### src/cfd_pkg.sv
// Package for the frame decoder: types, constants and helper functions.
// Depends on nothing; every other file of the block imports it.
package cfd_pkg;

  // Sizes of the stores and the derived widths.
  localparam int CODEBOOK_ENTRIES = 256;
  localparam int FB_WORDS         = 131072;
  localparam int CB_AW            = $clog2(CODEBOOK_ENTRIES);
  localparam int CY_W             = $clog2(FB_WORDS) + 1;
  localparam int ADDR_W           = CY_W + 9;
  localparam int CMDQ_DEPTH       = 4;
  localparam int OUTQ_DEPTH       = 4;

  localparam logic [7:0]  PITCH_RESET    = 8'd160;
  localparam logic [15:0] STRIP_ID_KEY   = 16'h1000;
  localparam logic [15:0] STRIP_ID_INTER = 16'h1100;
  localparam int          KIND_GREY_BIT  = 10;
  localparam int          KIND_V1_BIT    = 9;

  // Result kinds.
  localparam logic [1:0] RK_WRITE  = 2'd0;
  localparam logic [1:0] RK_STATUS = 2'd1;
  localparam logic [1:0] RK_DONE   = 2'd2;

  typedef enum logic [2:0] {
    SC_OK           = 3'd0,
    SC_BAD_STRIP    = 3'd1,
    SC_SHORT        = 3'd2,
    SC_LONG         = 3'd3,
    SC_UNKNOWN      = 3'd4,
    SC_LEN_MISMATCH = 3'd5
  } status_t;

  typedef enum logic [3:0] {
    PH_FRAME_HDR  = 4'd0,
    PH_STRIP_HDR  = 4'd1,
    PH_CHUNK_HDR  = 4'd2,
    PH_FLAGS      = 4'd3,
    PH_V4_FLAGS   = 4'd4,
    PH_ENTRY      = 4'd5,
    PH_V1         = 4'd6,
    PH_V4         = 4'd7,
    PH_CHUNK_SKIP = 4'd8,
    PH_STRIP_SKIP = 4'd9,
    PH_FRAME_TAIL = 4'd10,
    PH_FRAME_OVER = 4'd11
  } phase_t;

  typedef enum logic [2:0] {
    CL_UNKNOWN = 3'd0,
    CL_FULL    = 3'd1,
    CL_PART    = 3'd2,
    CL_INTRA   = 3'd3,
    CL_INTER   = 3'd4,
    CL_V1ONLY  = 3'd5
  } cls_t;

  typedef enum logic [1:0] {
    OP_NONE = 2'd0,
    OP_CBW  = 2'd1,
    OP_V1   = 2'd2,
    OP_V4   = 2'd3
  } cmd_op_t;

  typedef enum logic [1:0] {
    BK_IDLE = 2'd0,
    BK_ROWS = 2'd1,
    BK_STAT = 2'd2,
    BK_END  = 2'd3
  } bk_state_t;

  typedef struct packed {
    logic [7:0] data_byte;
    logic       first_byte;
    logic       last_byte;
  } in_item_t;

  typedef struct packed {
    logic [1:0]  result_kind;
    logic [16:0] word_addr;
    logic [63:0] pixel_word;
    logic [2:0]  status_code;
    logic        last_of_run;
  } out_item_t;

  // One unit of work handed from the parser to the executing back end.
  typedef struct packed {
    cmd_op_t          op;
    logic             to_v1;
    logic             grey;
    logic [CB_AW-1:0] idx;
    logic [47:0]      data;
    logic [16:0]      cx;
    logic [CY_W-1:0]  cy;
    logic             stat_vld;
    status_t          stat_code;
    logic             end_vld;
    logic             end_done;
  } cmd_t;

  // Classify a chunk id.
  function automatic cls_t kind_class(input logic [15:0] id);
    cls_t c;
    c = CL_UNKNOWN;
    if (id[7:0] == 8'h00) begin
      if (id[15:8] inside {[8'h20:8'h27]}) c = id[8] ? CL_PART : CL_FULL;
      else if (id[15:8] == 8'h30) c = CL_INTRA;
      else if (id[15:8] == 8'h31) c = CL_INTER;
      else if (id[15:8] == 8'h32) c = CL_V1ONLY;
    end
    return c;
  endfunction

  // Convert one Y/U/V triple to a clamped RGB565 pixel.
  function automatic logic [15:0] yuv565(input logic [7:0] y, input logic [7:0] u,
                                         input logic [7:0] v);
    logic signed [10:0] ys;
    logic signed [10:0] us;
    logic signed [10:0] vs;
    logic signed [10:0] r;
    logic signed [10:0] g;
    logic signed [10:0] b;
    logic [7:0] rc;
    logic [7:0] gc;
    logic [7:0] bc;
    ys = {3'b000, y};
    us = {{3{u[7]}}, u};
    vs = {{3{v[7]}}, v};
    r  = ys + (vs <<< 1);
    g  = ys - (us >>> 1) - vs;
    b  = ys + (us <<< 1);
    rc = (r < 0) ? 8'd0 : ((r > 11'sd255) ? 8'd255 : r[7:0]);
    gc = (g < 0) ? 8'd0 : ((g > 11'sd255) ? 8'd255 : g[7:0]);
    bc = (b < 0) ? 8'd0 : ((b > 11'sd255) ? 8'd255 : b[7:0]);
    return {rc[7:3], gc[7:2], bc[7:3]};
  endfunction

endpackage

### src/cfd_cmd_queue.sv
// Command queue between the parser front end and the back end.
// Depends on cfd_pkg for cmd_t and the queue depth.
module cfd_cmd_queue (
  input  logic          clk,
  input  logic          rst_n,
  input  logic          wr_en,
  input  cfd_pkg::cmd_t wr_cmd,
  output logic          q_full,
  input  logic          rd_en,
  output cfd_pkg::cmd_t rd_cmd,
  output logic          q_empty
);
  import cfd_pkg::*;

  localparam int PW = $clog2(CMDQ_DEPTH);
  localparam int CW = $clog2(CMDQ_DEPTH + 1);

  cmd_t          mem_r [CMDQ_DEPTH];
  logic [PW-1:0] wp_r, wp_nxt;
  logic [PW-1:0] rp_r, rp_nxt;
  logic [CW-1:0] cnt_r, cnt_nxt;
  logic          do_wr, do_rd;

  // Status flags and head entry.
  always_comb begin
    q_full  = (cnt_r == CW'(CMDQ_DEPTH));
    q_empty = (cnt_r == '0);
    rd_cmd  = mem_r[rp_r];
    do_wr   = wr_en && !q_full;
    do_rd   = rd_en && !q_empty;
  end

  // Pointer and count updates.
  always_comb begin
    wp_nxt  = do_wr ? wp_r + PW'(1) : wp_r;
    rp_nxt  = do_rd ? rp_r + PW'(1) : rp_r;
    cnt_nxt = cnt_r + CW'(do_wr) - CW'(do_rd);
  end

  always_ff @(posedge clk) begin
    if (!rst_n) begin
      wp_r  <= '0;
      rp_r  <= '0;
      cnt_r <= '0;
    end else begin
      wp_r  <= wp_nxt;
      rp_r  <= rp_nxt;
      cnt_r <= cnt_nxt;
    end
  end

  // Storage needs no reset.
  always_ff @(posedge clk) begin
    if (do_wr) mem_r[wp_r] <= wr_cmd;
  end

endmodule

### config.mk
export PLATFORM = sky130hd
export DESIGN_NAME = cfd_cmd_queue
export DESIGN_NICKNAME = d
export VERILOG_FILES = /design/src/cfd_pkg.sv /design/src/cfd_cmd_queue.sv
export SDC_FILE = /design/constraint.sdc
export NUM_CORES = 1
export LEC_CHECK = 0
export ABC_AREA = 1
export BUFFER_PORTS_ARGS = -buffer_cell sky130_fd_sc_hd__clkbuf_2
export CAP_MARGIN = 30
export CORE_ASPECT_RATIO = 1.2
export CORE_UTILIZATION = 57
export CTS_CLUSTER_DIAMETER = 200
export DETAILED_ROUTE_END_ITERATION = 7
export GPL_ROUTABILITY_DRIVEN = 0
export GPL_TIMING_DRIVEN = 0
export PLACE_DENSITY = 0.79
export SLEW_MARGIN = 20
export SYNTH_ARGS = -nofsm -noshare
export SYNTH_HDL_FRONTEND = slang
export SYNTH_SLANG_ARGS = --single-unit
export TNS_END_PERCENT = 50
### constraint.sdc
create_clock -name clk -period 7.9 [get_ports clk]
set_input_delay 1.185 -clock clk [delete_from_list [all_inputs] [get_ports clk]]
set_output_delay 1.185 -clock clk [all_outputs]
set_load 0.02 [all_outputs]
==> results of run 1 <==
worst max-delay path by stage:
stage                         start  depth (start not counted)  slack [ps]           end
after detailed placement      wr_en                          6        4870  mem_r[1][48]
after floorplan               wr_en                          2        1830   mem_r[0][0]
after global placement        wr_en                          3       -1670  mem_r[0][38]
final                     flip-flop                          5        4610    rd_cmd[13]
after global routing      flip-flop                          5        4480    rd_cmd[13]
after CTS                 flip-flop                          5        4610    rd_cmd[13]
cell usage after synthesis (11+ instances only):
library cell,number
edfxtp_1,404
nor2_1,134
o21ai_0,120
o21ai_1,82
nor2_2,80
o22ai_2,80
buf_2,31
o22ai_1,21
inv_1,17
nand2_1,14
clkbuf_1,12
buf_6,11
stage by stage:
stage / power [mW] / worst slack (ps) / util, % / TNS (ps) / cells
floorplan: 4.011 / 1831 / - / 0 / 1045
global placement: 4.615 / -1669 / 63.43 / -625020 / 1631
detailed placement: 4.688 / 4872 / 65.29 / 0 / 1651
CTS: 6.463 / 4611 / 69.60 / 0 / 1716
global route: 6.676 / 4478 / 69.62 / 0 / 1718
finish: 6.420 / 4608 / 69.62 / 0 / 1718
layer usage:
layer | global-route usage (%) | vias to the layer above
li1 | - | 4472
met2 | 41.24 | 382
met4 | 8.974 | 0
met3 | 4.194 | 72
met1 | 32.62 | 4809
met5 | 0 | -
area by class of cell:
class	count	area, um^2
Antenna cell	2	5.005
Buffer	66	526.8
Clock buffer	50	1060
Clock inverter	15	147.6
Fill cell	1885	8507
Inverter	19	71.32
Multi-Input combinational cell	547	3369
Sequential cell	413	12310
Tap cell	379	474.2
Timing Repair Buffer	227	1526
flip-flops by register name, summed over array words and instances, names as in the netlist, named ones only:
name   flops
mem_r    404
cnt_r      3
wp_r       2
rp_r       2
power breakdown:
part	total (mW)	switching, mW	internal [mW]
clock network	1.79	0.747	1.04
logic	1.90	1.24	0.656
registers	2.73	0.0682	2.66
cell families (layout without fill, tap and decap cells):
| family | Yosys count | after routing | synth area share, % |
|---|---|---|---|
| adders and majority gates | 7 | 7 | 0.5852 |
| other | 0 | 2 | 0 |
| and+or+nand+nor | 232 | 232 | 6.622 |
| buffers and inverters | 85 | 377 | 3.681 |
| DFF | 413 | 413 | 75.77 |
| AOI/OAI and AO/OA | 308 | 308 | 13.34 |
worst reg2reg max path, cell delays in order (launching register included):
cell and delay [ps]:
dfxtp_1 360, nor2_1 70, nand2_1 160, nand2_1 280, nor2_4 510, buf_16 230, buf_12 200, buf_16 210
cells in the final DEF, fill, tap and decap left out, types with 2 or more instances in the layout:
cell type / n
clkinv_2: 3
clkbuf_2: 207
diode_2: 2
o22ai_1: 21
o21ai_1: 82
buf_16: 12
ha_1: 6
clkbuf_16: 41
nor2_1: 130
nand3_1: 4
dfxtp_1: 9
buf_4: 3
buf_6: 11
clkinv_1: 7
nor2_4: 4
o22ai_2: 80
bufinv_16: 3
nor2_2: 80
inv_2: 2
buf_12: 17
buf_2: 31
clkbuf_1: 21
o21ai_0: 120
nand2_1: 14
a21oi_1: 5
edfxtp_1: 404
inv_1: 17
==> summary.txt, run 1 <==
Clock network
  • CTS Buf Count: 39
  • Worst-path clk slew: approximately 60 ps
  • Clk sinks: around 410
  • CTS tree: done
  • Worst-skew pair later-pin latency: 520 ps
  • Hold-fix buffers at CTS: 0
  • Clock Root Buffer: clkbuf_16
  • H-tree depth: 2
  • Post-CTS Setup Inserts: 0
  • Resized Gates After CTS: 0
  • CTS Buffer Depth: 3

Logic synthesis
  • Number of synthesized register bits: a little over 400
  • Syn_nets: 1157
  • Primary FF master, synth: edfxtp_1
  • Synth unique cells: 20
  • Syn_area_per_cell: between 15 and 20 um^2
  • Post-synth EDFFs: slightly above 400
  • Syn Inst Count: 1045
  • Share of the synthesized area in the top cell type: between 70% and 80%
  • Synth top area cells: edfxtp_1, o22ai_2, o21ai_0
  • Sequential element share of the synthesized area: 75.77%
  • YS warnings: 0
  • Synthesized area: approximately 16000 um^2
  • Cell accounting for the most synthesized area: edfxtp_1
  • Ys async rst share: 0%

Timing
  • Final Hold Vio Count: 0
  • Hold WS: 526.0 ps
  • Worst Tran Pin Value: around 530 ps
  • Slew Limit Fails: 0
  • Worst Clk Skew: between 10 and 15 ps
  • Final Setup Violations: 0
  • Relative slew slack: between 60% and 70%
  • Max Freq: between 300 and 400 MHz
  • Fin crit share: around two fifths
  • Period minus WS final: 3292 ps
  • RSZ-0062 raised after global routing: false

Detailed routing
  • Routed WL: 35770 um
  • Final ANT Viol Nets: 0
  • Top layer in use: met4
  • Post-DR wirelength/cell: ~21 um
  • Vias: a little under 10000
  • DR DRC count: 0
  • Met2 wire len: between 15000 and 20000 um
  • Initial drt markers: 683
  • Metal-1 WL: between 10000 and 15000 um
  • Met3 WL: between 2000 and 3000 um
  • Drt first pass iters: 6
  • Routed vias/inst: around 5.7

Floorplanning
  • Row count: 67
  • Die Y: roughly 190 um
  • Core area: 28000 um^2
  • Initial Utilization: between 50 and 60%
  • Die Wd: about 160 um
  • # IOs: between 200 and 250
  • Total die area: a little under 30000 um^2

Worst setup path
  • Slowest Stage Delay on Critical Path: 360 ps
  • CP Launch Type: flip-flop
  • Top Family by Delay on Critical Path: buffers and inverters
  • Crit path buffers/inverters: 3
  • Worst Path Required: 6710 ps
  • Worst Path Arrival: ~2100 ps
  • CP dominant cell by count: buf_2
  • R2R depth: 7
  • Reg2reg start: cnt_r[1]
  • Kind of critical path: flip-flop to output port
  • Critical Path Fanout Max: 10
  • Crit end category: output port
  • Cells along the critical path: buf_2, buf_2, o21ai_0, o22ai_1, clkbuf_2
  • Critical-path top delay cell: dfxtp_1
  • R2R setup slack: about 5600 ps
  • Critical R2R Capture: mem_r[1][50]

GRT
  • Initial antenna violation count: 2
  • GRT Total Usage: 24.69%
  • Largest net degree at the start of global routing: 24
  • GRT overflow: 0
  • First-pass GRT wire length: approximately 54000 um
  • Vias in the first global route: roughly 9800

Worst hold path
  • Hold Path Depth: 2
  • Min-Delay Path Class: flip-flop to flip-flop
  • Hold wc startpoint: rp_r[1]

Cells and area
  • Layout area overhead: 19.96%
  • Final Cell Area: 19490 um^2
  • Share of layout cells above drive strength 1: a little under two fifths
  • Layout Nets: between 1000 and 1500

Placement
  • Dpl hpwl: approximately 23000 um
  • Placed Area: 18280 um^2
  • PortBufs: between 200 and 250

Pwr
  • Peak supply drop: 0.0002517 V
  • Pwr dens: about 330 nW/um^2
  • Pleak: 6.939 nW

Job
  • Max cap viols: 0

Run status
  • Status: finished, final reports clean
Power figures use the tool's default switching activity.
==> run 2, diff against run 1 <==
Clock period 7.9 ns to 3.1 ns, I/O delays scaled along.
==> run 2 against run 1 <==
Net effect:
- flip-flop and latch count stayed put
- worst setup slack worse by 4100 ps
- power rose to 2.6 times the previous value
- combinational power increased to 2.6 times the previous value
- first-iteration DRC count rose by 3.8%
- register-to-register slack lost 5000 ps
- global-route usage increased by 0.30 points
- die area unchanged
- clock power rose to 2.6 times the previous value
- routed wire length is 1.4% higher
- clock skew fell by 1.2 ps
- critical path type unchanged
==> summary.txt, run 2 (synthesis results as in run 1) <==
Run status
  • Status: finished, final reports clean

Floorplanning
  • Die Y: roughly 190 um
  • Row count: 67
  • Core area: 28000 um^2
  • Total die area: around 29000 um^2
  • Die Wd: 156.1 um
  • # IOs: roughly 210
  • Initial Utilization: 58.03%

Worst setup path
  • Critical-path top delay cell: clkbuf_1
  • Crit end category: output port
  • R2R setup slack: around 530 ps
  • Worst Path Arrival: around 2200 ps
  • Reg2reg start: cnt_r[1]
  • CP Launch Type: flip-flop
  • R2R depth: 8
  • Worst Path Required: between 2000 and 3000 ps
  • Critical R2R Capture: mem_r[3][36]
  • Slowest Stage Delay on Critical Path: between 400 and 500 ps
  • Critical Path Fanout Max: 10
  • Kind of critical path: flip-flop to output port
  • Cells along the critical path: inv_2, buf_4, clkbuf_1, o21ai_1, o22ai_2, clkbuf_2

Pwr
  • Internal Pwr Total: between 10 and 15 mW
  • Pwr dens: between 800 and 900 nW/um^2
  • Clock Power Share: about 28%
  • Sw Share: between 30% and 40%
  • Seq pwr share: a little over two fifths
  • Total power: ~16 mW
  • Combinational share of power: ~30%
  • Pleak: about 7 nW
  • Peak supply drop: 0.0007879 V
  • NetSw: 5.345 mW

Placement
  • PortBufs: about 210
  • Dpl hpwl: 23220 um
  • Placed insts: ~1700

Clock network
  • H-tree depth: 2
  • CTS Buffer Depth: 3
  • Worst-path clk slew: around 70 ps
  • CTS tree: done
  • CTS Buf Count: 40
  • Resized Gates After CTS: 0
  • Post-CTS Setup Inserts: 0
  • Hold-fix buffers at CTS: 0
  • Clk sinks: 413
  • Worst-skew pair later-pin latency: 530 ps
  • Clock Root Buffer: clkbuf_16

GRT
  • Vias in the first global route: slightly above 10000
  • First-pass GRT wire length: about 55000 um
  • Initial antenna violation count: 3
  • GRT overflow: 0
  • GRT Total Usage: between 20 and 25%
  • Largest net degree at the start of global routing: 23

Detailed routing
  • Routed vias/inst: 5.658
  • Initial drt markers: 709
  • Vias: approximately 10000
  • Routed WL: 36250 um
  • Post-DR wirelength/cell: 20.99 um
  • Drt first pass iters: 5
  • DR DRC count: 0
  • Final ANT Viol Nets: 0

Cells and area
  • Largest registers: mem_r: 404 flops, cnt_r: 3 flops
  • Biggest register: mem_r
  • Layout area overhead: 20.09%
  • Final cell count without fillers: around 1700
  • Layout Nets: 1426
  • Share of layout cells above drive strength 1: between 30% and 40%
  • Most frequent cells in the layout: edfxtp_1, clkbuf_2, nor2_1
  • Max FFs per register: between 400 and 500
  • Leading cell type in the layout, fill and taps excluded: edfxtp_1

Timing
  • Worst Tran Pin Value: just under 800 ps
  • Final Hold Vio Count: 0
  • Slew Limit Fails: 0
  • Fin crit share: between 80 and 90%
  • Max Freq: around 380 MHz
  • Final Setup Violations: 0
  • Period minus WS final: ~2600 ps
  • RSZ-0062 raised after global routing: false
  • Worst Clk Skew: 13.12 ps
  • Relative slew slack: between 40% and 50%

Worst hold path
  • Min-Delay Path Class: input pin to flip-flop
  • Hold Path End: mem_r[3][78]
  • Hold Path Depth: 1
  • Hold wc startpoint: wr_cmd[78]

Job
  • Max cap viols: 0
==> run 2: metal layers <==
metal  wire length, um  GRT usage, %  vias up
li1                  -             -     4488
met3              2237         4.286       84
met5                 0             0        -
met2             18390         41.14      354
met1             14340         32.92     4845
met4              1287         10.48        0
==> run 2: layout make-up <==
class                      instances  area [um^2]
antenna                            3        7.507
inverter                          19        71.32
buffer                            66        526.8
timing repair buffer             227         1514
multi-input combinational        547         3369
clock inverter                    19        143.9
sequential                       413        12310
fill                            1890         8486
clock buffer                      54         1095
tap                              379        474.2
==> run 2: power by group through the flow <==
stage               combinational, mW  sequential (mW)  clock, mW
floorplan                        3.09             7.09          0
global placement                 4.53             7.16          0
detailed placement               4.88             7.08          0
CTS                              4.90             6.97       4.67
global route                     5.19             7.00       4.88
finish                           4.87             6.96       4.62
==> run 2: through the flow <==
stage | worst slack (ps) | utilization [%] | instance area (um^2) | hold slack, ps | setup TNS (ps)
6_report | 486.9 | 69.69 | 19510 | 151.6 | 0
5_1_grt | 384.4 | 69.69 | 19510 | 134.9 | 0
4_1_cts | 514.7 | 69.67 | 19510 | 136.3 | 0
3_5_place_dp | 539.4 | 65.24 | 18270 | 484.9 | 0
3_3_place_gp | -2774 | 63.46 | 17770 | 463.9 | -1083460
2_1_floorplan | -664.3 | - | 16260 | 448.1 | -268390
==> run 2: worst max-delay path, delay by kind of cell, from the launching register on <==
family	cells	cell delay, ps
compound gates	2	370
buf+inv	4	930
flops	1	320
==> run 2: worst max-delay path by stage <==
stage,start,to,slack (ps),cells after the start
CTS,flip-flop,rd_cmd[78],510,6
floorplan,cnt_r[1],mem_r[0][0],-660,4
detailed placement,cnt_r[1],mem_r[2][41],540,7
global route,cnt_r[1],mem_r[3][37],380,8
finish,flip-flop,rd_cmd[78],490,6
global placement,wr_en,mem_r[3][52],-2770,3
