--- config.mk ---
export PLATFORM = sky130hd
export DESIGN_NAME = cfd_front
export DESIGN_NICKNAME = d
export VERILOG_FILES = /design/src/cfd_pkg.sv /design/src/cfd_front.sv
export SDC_FILE = /design/constraint.sdc
export NUM_CORES = 2
export LEC_CHECK = 0
export BUFFER_PORTS_ARGS = -buffer_cell sky130_fd_sc_hd__clkbuf_2
export CAP_MARGIN = 15
export CORE_AREA = 2 2 226 228
export CTS_CLUSTER_SIZE = 28
export DETAILED_ROUTE_END_ITERATION = 7
export DIE_AREA = 0 0 228 230
export PLACE_DENSITY_LB_ADDON = 0.12
export SLEW_MARGIN = 40
export SYNTH_ARGS = -nofsm -noshare
export SYNTH_HDL_FRONTEND = slang
export SYNTH_SLANG_ARGS = --single-unit
--- constraint.sdc ---
create_clock -name clk -period 7.55 [get_ports clk]
set_input_delay 1.1325 -clock clk [delete_from_list [all_inputs] [get_ports clk]]
set_output_delay 1.1325 -clock clk [all_outputs]
set_load 0.01 [all_outputs]
--- src/cfd_pkg.sv ---
// Package for the frame decoder: types, constants and helper functions.
// Depends on nothing; every other file of the block imports it.
package cfd_pkg;

  // Sizes of the stores and the derived widths.
  localparam int CODEBOOK_ENTRIES = 256;
  localparam int FB_WORDS         = 131072;
  localparam int CB_AW            = $clog2(CODEBOOK_ENTRIES);
  localparam int CY_W             = $clog2(FB_WORDS) + 1;
  localparam int ADDR_W           = CY_W + 9;
  localparam int CMDQ_DEPTH       = 4;
  localparam int OUTQ_DEPTH       = 4;

  localparam logic [7:0]  PITCH_RESET    = 8'd160;
  localparam logic [15:0] STRIP_ID_KEY   = 16'h1000;
  localparam logic [15:0] STRIP_ID_INTER = 16'h1100;
  localparam int          KIND_GREY_BIT  = 10;
  localparam int          KIND_V1_BIT    = 9;

  // Result kinds.
  localparam logic [1:0] RK_WRITE  = 2'd0;
  localparam logic [1:0] RK_STATUS = 2'd1;
  localparam logic [1:0] RK_DONE   = 2'd2;

  typedef enum logic [2:0] {
    SC_OK           = 3'd0,
    SC_BAD_STRIP    = 3'd1,
    SC_SHORT        = 3'd2,
    SC_LONG         = 3'd3,
    SC_UNKNOWN      = 3'd4,
    SC_LEN_MISMATCH = 3'd5
  } status_t;

  typedef enum logic [3:0] {
    PH_FRAME_HDR  = 4'd0,
    PH_STRIP_HDR  = 4'd1,
    PH_CHUNK_HDR  = 4'd2,
    PH_FLAGS      = 4'd3,
    PH_V4_FLAGS   = 4'd4,
    PH_ENTRY      = 4'd5,
    PH_V1         = 4'd6,
    PH_V4         = 4'd7,
    PH_CHUNK_SKIP = 4'd8,
    PH_STRIP_SKIP = 4'd9,
    PH_FRAME_TAIL = 4'd10,
    PH_FRAME_OVER = 4'd11
  } phase_t;

  typedef enum logic [2:0] {
    CL_UNKNOWN = 3'd0,
    CL_FULL    = 3'd1,
    CL_PART    = 3'd2,
    CL_INTRA   = 3'd3,
    CL_INTER   = 3'd4,
    CL_V1ONLY  = 3'd5
  } cls_t;

  typedef enum logic [1:0] {
    OP_NONE = 2'd0,
    OP_CBW  = 2'd1,
    OP_V1   = 2'd2,
    OP_V4   = 2'd3
  } cmd_op_t;

  typedef enum logic [1:0] {
    BK_IDLE = 2'd0,
    BK_ROWS = 2'd1,
    BK_STAT = 2'd2,
    BK_END  = 2'd3
  } bk_state_t;

  typedef struct packed {
    logic [7:0] data_byte;
    logic       first_byte;
    logic       last_byte;
  } in_item_t;

  typedef struct packed {
    logic [1:0]  result_kind;
    logic [16:0] word_addr;
    logic [63:0] pixel_word;
    logic [2:0]  status_code;
    logic        last_of_run;
  } out_item_t;

  // One unit of work handed from the parser to the executing back end.
  typedef struct packed {
    cmd_op_t          op;
    logic             to_v1;
    logic             grey;
    logic [CB_AW-1:0] idx;
    logic [47:0]      data;
    logic [16:0]      cx;
    logic [CY_W-1:0]  cy;
    logic             stat_vld;
    status_t          stat_code;
    logic             end_vld;
    logic             end_done;
  } cmd_t;

  // Classify a chunk id.
  function automatic cls_t kind_class(input logic [15:0] id);
    cls_t c;
    c = CL_UNKNOWN;
    if (id[7:0] == 8'h00) begin
      if (id[15:8] inside {[8'h20:8'h27]}) c = id[8] ? CL_PART : CL_FULL;
      else if (id[15:8] == 8'h30) c = CL_INTRA;
      else if (id[15:8] == 8'h31) c = CL_INTER;
      else if (id[15:8] == 8'h32) c = CL_V1ONLY;
    end
    return c;
  endfunction

  // Convert one Y/U/V triple to a clamped RGB565 pixel.
  function automatic logic [15:0] yuv565(input logic [7:0] y, input logic [7:0] u,
                                         input logic [7:0] v);
    logic signed [10:0] ys;
    logic signed [10:0] us;
    logic signed [10:0] vs;
    logic signed [10:0] r;
    logic signed [10:0] g;
    logic signed [10:0] b;
    logic [7:0] rc;
    logic [7:0] gc;
    logic [7:0] bc;
    ys = {3'b000, y};
    us = {{3{u[7]}}, u};
    vs = {{3{v[7]}}, v};
    r  = ys + (vs <<< 1);
    g  = ys - (us >>> 1) - vs;
    b  = ys + (us <<< 1);
    rc = (r < 0) ? 8'd0 : ((r > 11'sd255) ? 8'd255 : r[7:0]);
    gc = (g < 0) ? 8'd0 : ((g > 11'sd255) ? 8'd255 : g[7:0]);
    bc = (b < 0) ? 8'd0 : ((b > 11'sd255) ? 8'd255 : b[7:0]);
    return {rc[7:3], gc[7:2], bc[7:3]};
  endfunction

endpackage

--- src/cfd_front.sv ---
// Parser front end: takes chunk bytes, tracks headers and cursors, and issues
// commands to the back end. Depends on cfd_pkg.
module cfd_front (
  input  logic              clk,
  input  logic              rst_n,
  input  logic              push,
  output logic              full,
  input  cfd_pkg::in_item_t in_item,
  output logic              cmd_push,
  output cfd_pkg::cmd_t     cmd,
  input  logic              cmd_full
);
  import cfd_pkg::*;

  typedef struct packed {
    phase_t          p;
    logic [47:0]     fc;
    logic [3:0]      bif;
    logic [15:0]     sl;
    logic [15:0]     sbl;
    logic [15:0]     ck;
    logic [15:0]     cbl;
    logic [63:0]     sb;
    logic [15:0]     rs;
    logic [16:0]     cx;
    logic [CY_W-1:0] cy;
    logic [31:0]     fb;
    logic [5:0]      fr;
    logic [CB_AW:0]  ci;
  } pstate_t;

  pstate_t st_r, st_nxt;
  logic    walk_r, walk_nxt;
  logic    accept;
  logic    emit_c;
  cmd_t    cmd_c;

  function automatic pstate_t f_reset();
    pstate_t s;
    s   = '0;
    s.p = PH_FRAME_HDR;
    return s;
  endfunction

  function automatic pstate_t f_strip_end(input pstate_t si, input logic stack);
    pstate_t s;
    s = si;
    if (stack) s.rs = s.rs + s.sb[31:16] - s.sb[63:48];
    if (s.sl != '0) s.sl = s.sl - 16'd1;
    s.bif = '0;
    s.p   = (s.sl != '0) ? PH_STRIP_HDR : PH_FRAME_TAIL;
    return s;
  endfunction

  function automatic pstate_t f_chunk_end(input pstate_t si);
    pstate_t s;
    s = si;
    if (s.sbl == '0) s = f_strip_end(s, 1'b1);
    else begin
      s.p   = PH_CHUNK_HDR;
      s.bif = '0;
    end
    return s;
  endfunction

  function automatic pstate_t f_skip_or_end(input pstate_t si);
    pstate_t s;
    s = si;
    if (s.sbl == '0) s = f_strip_end(s, 1'b0);
    else s.p = PH_STRIP_SKIP;
    return s;
  endfunction

  // Step the block cursor; rows past the framebuffer stop counting.
  function automatic pstate_t f_advance(input pstate_t si);
    pstate_t s;
    s    = si;
    s.cx = s.cx + 17'd4;
    if (s.cx >= {1'b0, s.sb[15:0]}) begin
      s.cx = {1'b0, s.sb[47:32]};
      if (32'(s.cy) < 32'(FB_WORDS)) s.cy = s.cy + CY_W'(4);
    end
    return s;
  endfunction

  assign accept = push && !full;

  // Next parser state and the command for this byte or walk step.
  always_comb begin : parse_next
    pstate_t     s;
    logic [15:0] id;
    logic [15:0] n;
    logic [7:0]  b;
    logic [3:0]  size;
    logic        pb;
    logic        nb;
    logic [16:0] sum;
    s        = st_r;
    id       = '0;
    n        = '0;
    b        = in_item.data_byte;
    size     = 4'd6;
    pb       = 1'b0;
    nb       = 1'b0;
    sum      = '0;
    cmd_c    = '0;
    emit_c   = 1'b0;
    walk_nxt = walk_r;

    if (walk_r) begin
      // Flag walk: consume flag bits to choose the next block or entry; input is held.
      walk_nxt = 1'b0;
      s.bif    = '0;
      case (kind_class(s.ck))
        CL_PART: begin
          if (s.fr != '0) begin
            pb   = s.fb[31];
            s.fb = {s.fb[30:0], 1'b0};
            s.fr = s.fr - 6'd1;
            if (pb) s.p = PH_ENTRY;
            else begin
              if (s.ci < (CB_AW + 1)'(CODEBOOK_ENTRIES)) s.ci = s.ci + 1'b1;
              walk_nxt = 1'b1;
            end
          end else begin
            s.p = PH_FLAGS;
          end
        end
        CL_INTRA: begin
          if (s.fr == '0) s.p = PH_FLAGS;
          else begin
            pb   = s.fb[31];
            s.fb = {s.fb[30:0], 1'b0};
            s.fr = s.fr - 6'd1;
            s.p  = pb ? PH_V4 : PH_V1;
          end
        end
        CL_INTER: begin
          if (s.fr == '0) s.p = PH_FLAGS;
          else begin
            pb   = s.fb[31];
            s.fb = {s.fb[30:0], 1'b0};
            s.fr = s.fr - 6'd1;
            if (!pb) begin
              s        = f_advance(s);
              walk_nxt = 1'b1;
            end else if (s.fr == '0) begin
              s.p = PH_V4_FLAGS;
            end else begin
              pb   = s.fb[31];
              s.fb = {s.fb[30:0], 1'b0};
              s.fr = s.fr - 6'd1;
              s.p  = pb ? PH_V4 : PH_V1;
            end
          end
        end
        CL_V1ONLY: s.p = PH_V1;
        default:   s.p = PH_CHUNK_SKIP;
      endcase
    end else if (accept) begin
      if (in_item.first_byte) s = f_reset();
      size = s.ck[KIND_GREY_BIT] ? 4'd4 : 4'd6;
      case (s.p)
        PH_FRAME_HDR: begin
          s.fc = {s.fc[39:0], b};
          if (s.bif == 4'd9) s.sl = s.fc[15:0];
          s.bif = s.bif + 4'd1;
          if (s.bif >= 4'd12) begin
            s.bif = '0;
            s.p   = (s.sl != '0) ? PH_STRIP_HDR : PH_FRAME_TAIL;
          end
        end
        PH_STRIP_HDR: begin
          if (s.bif < 4'd4) s.fc = {s.fc[39:0], b};
          else s.sb = {s.sb[55:0], b};
          id = s.fc[31:16];
          n  = s.fc[15:0];
          if (s.bif == 4'd3 && id != STRIP_ID_KEY && id != STRIP_ID_INTER) begin
            // Bad strip type: the strip is skipped and not stacked.
            emit_c          = 1'b1;
            cmd_c.stat_vld  = 1'b1;
            cmd_c.stat_code = SC_BAD_STRIP;
            s.sbl           = (n > 16'd4) ? n - 16'd4 : 16'd0;
            s               = f_skip_or_end(s);
          end else begin
            if (s.bif == 4'd3) s.sbl = (n > 16'd12) ? n - 16'd12 : 16'd0;
            s.bif = s.bif + 4'd1;
            if (s.bif >= 4'd12) begin
              if (s.sbl == '0) s = f_strip_end(s, 1'b1);
              else begin
                s.p   = PH_CHUNK_HDR;
                s.bif = '0;
              end
            end
          end
        end
        PH_CHUNK_HDR: begin
          s.fc = {s.fc[39:0], b};
          if (s.sbl != '0) s.sbl = s.sbl - 16'd1;
          s.bif = s.bif + 4'd1;
          id    = s.fc[31:16];
          n     = s.fc[15:0];
          if (s.bif >= 4'd4) begin
            if (n < 16'd4) begin
              emit_c          = 1'b1;
              cmd_c.stat_vld  = 1'b1;
              cmd_c.stat_code = SC_SHORT;
              s               = f_skip_or_end(s);
            end else if (n - 16'd4 > s.sbl) begin
              emit_c          = 1'b1;
              cmd_c.stat_vld  = 1'b1;
              cmd_c.stat_code = SC_LONG;
              s               = f_skip_or_end(s);
            end else begin
              // Start of a chunk body.
              s.ck  = id;
              s.cbl = n - 16'd4;
              s.bif = '0;
              s.ci  = '0;
              s.fr  = '0;
              s.fb  = '0;
              s.cx  = {1'b0, s.sb[47:32]};
              sum   = {1'b0, s.sb[63:48]} + {1'b0, s.rs};
              s.cy  = (32'(sum) >= 32'(FB_WORDS)) ? CY_W'(FB_WORDS) : CY_W'(sum);
              case (kind_class(id))
                CL_UNKNOWN: begin
                  emit_c          = 1'b1;
                  cmd_c.stat_vld  = 1'b1;
                  cmd_c.stat_code = SC_UNKNOWN;
                  s.p             = PH_CHUNK_SKIP;
                end
                CL_FULL:   s.p = PH_ENTRY;
                CL_V1ONLY: s.p = PH_V1;
                default:   s.p = PH_FLAGS;
              endcase
              if (s.cbl == '0) s = f_chunk_end(s);
            end
          end else if (s.sbl == '0) begin
            emit_c          = 1'b1;
            cmd_c.stat_vld  = 1'b1;
            cmd_c.stat_code = SC_LONG;
            s               = f_strip_end(s, 1'b0);
          end
        end
        PH_FLAGS, PH_V4_FLAGS, PH_ENTRY, PH_V1, PH_V4, PH_CHUNK_SKIP: begin
          if (s.sbl != '0) s.sbl = s.sbl - 16'd1;
          if (s.cbl != '0) s.cbl = s.cbl - 16'd1;
          case (s.p)
            PH_FLAGS, PH_V4_FLAGS: begin
              s.fc  = {s.fc[39:0], b};
              s.bif = s.bif + 4'd1;
              if (s.bif == 4'd4) begin
                s.fb  = s.fc[31:0];
                s.fr  = 6'd32;
                s.bif = '0;
                if (s.p == PH_V4_FLAGS) begin
                  pb   = s.fb[31];
                  s.fb = {s.fb[30:0], 1'b0};
                  s.fr = s.fr - 6'd1;
                  s.p  = pb ? PH_V4 : PH_V1;
                end else begin
                  nb = 1'b1;
                end
              end
            end
            PH_ENTRY: begin
              s.fc  = {s.fc[39:0], b};
              s.bif = s.bif + 4'd1;
              if (s.bif >= size) begin
                if (s.ci < (CB_AW + 1)'(CODEBOOK_ENTRIES)) begin
                  emit_c      = 1'b1;
                  cmd_c.op    = OP_CBW;
                  cmd_c.idx   = s.ci[CB_AW-1:0];
                  cmd_c.data  = s.fc;
                  cmd_c.grey  = s.ck[KIND_GREY_BIT];
                  cmd_c.to_v1 = s.ck[KIND_V1_BIT];
                  s.ci        = s.ci + 1'b1;
                end
                s.bif = '0;
                if (kind_class(s.ck) == CL_PART) nb = 1'b1;
              end
            end
            PH_V1: begin
              emit_c     = 1'b1;
              cmd_c.op   = OP_V1;
              cmd_c.data = {40'd0, b};
              cmd_c.cx   = s.cx;
              cmd_c.cy   = s.cy;
              s          = f_advance(s);
              nb         = 1'b1;
            end
            PH_V4: begin
              s.fc  = {s.fc[39:0], b};
              s.bif = s.bif + 4'd1;
              if (s.bif == 4'd4) begin
                emit_c     = 1'b1;
                cmd_c.op   = OP_V4;
                cmd_c.data = {16'd0, s.fc[31:0]};
                cmd_c.cx   = s.cx;
                cmd_c.cy   = s.cy;
                s          = f_advance(s);
                nb         = 1'b1;
              end
            end
            default: begin
            end
          endcase
          if (s.cbl == '0) begin
            s  = f_chunk_end(s);
            nb = 1'b0;
          end
        end
        PH_STRIP_SKIP: begin
          if (s.sbl != '0) s.sbl = s.sbl - 16'd1;
          if (s.sbl == '0) s = f_strip_end(s, 1'b0);
        end
        default: s.p = PH_FRAME_OVER;
      endcase

      // Frame end closes the run and restarts the parser.
      if (in_item.last_byte) begin
        emit_c         = 1'b1;
        cmd_c.end_vld  = 1'b1;
        cmd_c.end_done = (s.p == PH_FRAME_TAIL);
        s              = f_reset();
        nb             = 1'b0;
      end
      walk_nxt = nb;
    end
    st_nxt = s;
  end

  // Handshake and command outputs.
  always_comb begin : parse_out
    full     = walk_r || cmd_full;
    cmd_push = accept && emit_c;
    cmd      = cmd_c;
  end

  always_ff @(posedge clk) begin
    if (!rst_n) begin
      st_r   <= f_reset();
      walk_r <= 1'b0;
    end else begin
      st_r   <= st_nxt;
      walk_r <= walk_nxt;
    end
  end

endmodule

==> impl_metrics.yaml <==
power:
  peakVddDrop_v: 0.000179
  power.leakage_nw: 11.3
  p_per_area_nw_per_um2: 141
sta:
  max-slew-margin-rel: 0.393
  grt_setup_unrepaired: "false"
  tns_ns: 0
  finClkSkew_ns: 0.0260
  setup_slack_ns: 0.407
  fmax_mhz: 140
  slew_viol_final: 0
  fin_crit_ns: 7.14
  hold_viol_final: 0
  period_share: 0.946
  setup_violations: 0
  worst_pin_slew_ns: 0.908
run_status:
  status: "finished clean"
cells_and_area:
  layout.nets: 4034
  mostFrequentLayoutCell: "nand2_1"
  drive_gt1_frac: 0.0940
  layout_common_cells: "nand2_1, a21oi_1, nor2_1, dfxtp_1, o21ai_0"
  area_delta_synth_final_pct: 8.98
grt:
  grt_pass1_wl_um: 173000
  overflow: 0
  grt_usage: 0.421
  antenna_found_initial: 2
  grt_max_degree: 103
  grt_pass1_vias: 27985
yosys:
  ys_seq_area_frac: 0.202
  synth_edf_count: 0
  synthArstFlopShare: 0
  syn-cell-area_um2: 27300
  post_synth_num_cell_types: 100
  synth_nets: 4077
  syn_inst: 3901
  yosys_warnings: 0
  ys.flop_type: "dfxtp_1"
  synth.ff_latch_count: 275
  avgSynthCellArea_um2: 6.99
clock_tree:
  clock_path_buffers: 3
  cts.sinks: 275
  cts-buffers-inserted: 37
  htreeDepth: 2
  cts_root_buffer: "clkbuf_16"
  clk_latency_ns: 0.58
  path_clk_slew_ns: 0.05
  cts_tree: "done"
  cts_hold_buf: 0
drt:
  via_count: 30525
  wirelength_um: 114000
  first_pass_iters: 8
  antenna_left: 0
  via_per_inst: 6.70
  drt_iter0_drc: 4415
  routedWlPerCell_um: 25.1
  drc: 0
critical_path:
  crit_fanout: 13
  end_kind: "output pin"
  crit_type: "in -> out"
  critPathRequiredTime_ns: 6.42
  worstPathArrival_ns: 6.01
  cp-start-kind: "input pin"
die:
  num_rows: 82
  dieArea_um2: 52400
  core_area_um2: 49900
  start_util: 0.547
  die_x_um: 228
  die_y_um: 230
  ios: 117
job:
  drv_cap: 0
placed_design:
  place_hpwl_um: 82800
  port_buffers: 116
  gp_congestion: 1.03
  post-place-ws_ns: 0.410
worst_hold_path:
  hold_class: "reg -> reg"
## flip-flops by register name, indices dropped and copies added, names as in the netlist
signal  flops
st_r      274
walk_r      1
## power by group
group          internal, mW  leakage [nW]  total, mW  switching, mW
clock network          1.16         0.629       1.93          0.773
logic                 0.234          8.47      0.765          0.531
registers              1.46          2.22       1.49         0.0246
## through the flow
| step | cells | hold slack (ns) | power (mW) | area [µm²] | util |
|---|---|---|---|---|---|
| finish | 4557 | 0.444 | 4.18 | 29700 | 0.596 |
| global route | 4555 | 0.460 | 4.29 | 29700 | 0.596 |
| CTS | 4555 | 0.442 | 4.16 | 29700 | 0.595 |
| detailed placement | 4491 | 0.433 | 2.25 | 28400 | 0.569 |
| global placement | 4489 | 0.433 | 2.24 | 28300 | 0.568 |
| floorplan | 3901 | 0.423 | 2.00 | 27300 | - |
## per-layer routing
| layer | vias to the layer above | track usage | routed length, µm |
|---|---|---|---|
| met4 | 0 | 0.254 | 7280 |
| met1 | 14183 | 0.542 | 44700 |
| met5 | - | 0 | 0 |
| li1 | 13915 | - | - |
| met2 | 1998 | 0.661 | 50400 |
| met3 | 429 | 0.0734 | 12000 |
## path summary, 6_finish.rpt
path / from / endpoint / slack, ns / depth (start not counted)
min: st_r[85]$_SDFFE_PN0P_ / st_r[85]$_SDFFE_PN0P_ / 0.44 / 2
max: in_item[1] / cmd[0] / 0.41 / 22
min reg2reg: st_r[85]$_SDFFE_PN0P_ / st_r[85]$_SDFFE_PN0P_ / 0.44 / 2
max reg2reg: st_r[195]$_SDFFE_PN0P_ / st_r[52]$_SDFFE_PN0P_ / 1.63 / 20
## cells in the mapped netlist, types with 29 or more instances
library cell  instances  share of area
a21boi_0             30         0.0083
a21o_1               29         0.0080
a21oi_1             318          0.058
a221oi_1             36          0.012
a22oi_1             134          0.037
a31oi_1              46          0.011
and2_1              107          0.025
and3_1               31         0.0071
buf_2                42         0.0077
clkbuf_1            215          0.030
dfxtp_1             275           0.20
fa_1                 31          0.023
ha_1                131          0.060
inv_1               185          0.025
mux2i_1              91          0.033
nand2_1             490          0.067
nand2b_1             33         0.0076
nand3_1              89          0.016
nor2_1              324          0.045
nor2b_1             211          0.048
nor3_1               79          0.015
nor4_1               42         0.0096
o211ai_1             44          0.012
o21ai_0             263          0.048
o22ai_1              59          0.014
xnor2_1              89          0.029
xor2_1               49          0.016
## worst max-delay path, stage by stage
cell and delay (ns):
buf_6 0.14, nor2b_1 0.26, inv_1 0.11, ha_1 0.24, o21a_1 0.23, a21oi_1 0.38
a22o_1 0.19, o311a_1 0.28, inv_1 0.07, ha_1 0.28, and4_1 0.22, and3_1 0.20
nor4b_1 0.15, a211o_1 0.29, o21bai_1 0.29, buf_4 0.23, a21oi_1 0.05, a41o_1 0.21
a221o_1 0.39, nor4_2 0.30, buf_4 0.20, clkbuf_2 0.13
## cell families after synthesis
| group | share of synthesized area |
|---|---|
| multiplexers | 0.0375 |
| XOR/XNOR | 0.0443 |
| adder cells (fa/ha/maj) | 0.0829 |
| buffers and inverters | 0.0687 |
| AO/OA/AOI/OAI | 0.290 |
| AND/OR/NAND/NOR | 0.275 |
| flip-flops | 0.202 |
## area by class of cell
| type | instances | area [µm²] |
|---|---|---|
| fillers | 4877 | 20200 |
| clock buffers | 43 | 1000 |
| clock inverters | 21 | 289 |
| multi-input cells | 3148 | 20100 |
| repair buffers | 208 | 1310 |
| well taps | 672 | 841 |
| diodes | 2 | 5.00 |
| flip-flops and latches | 275 | 5510 |
| inverters | 188 | 708 |
## what timing repair did
| action | 4_1_cts | 5_1_grt |
|---|---|---|
| setup buffers | 0 | 0 |
| resized for setup | 0 | 1 |
| endpoints found under the setup margin | 0 | 1 |
No activity file was read; power rests on OpenSTA's default activity.
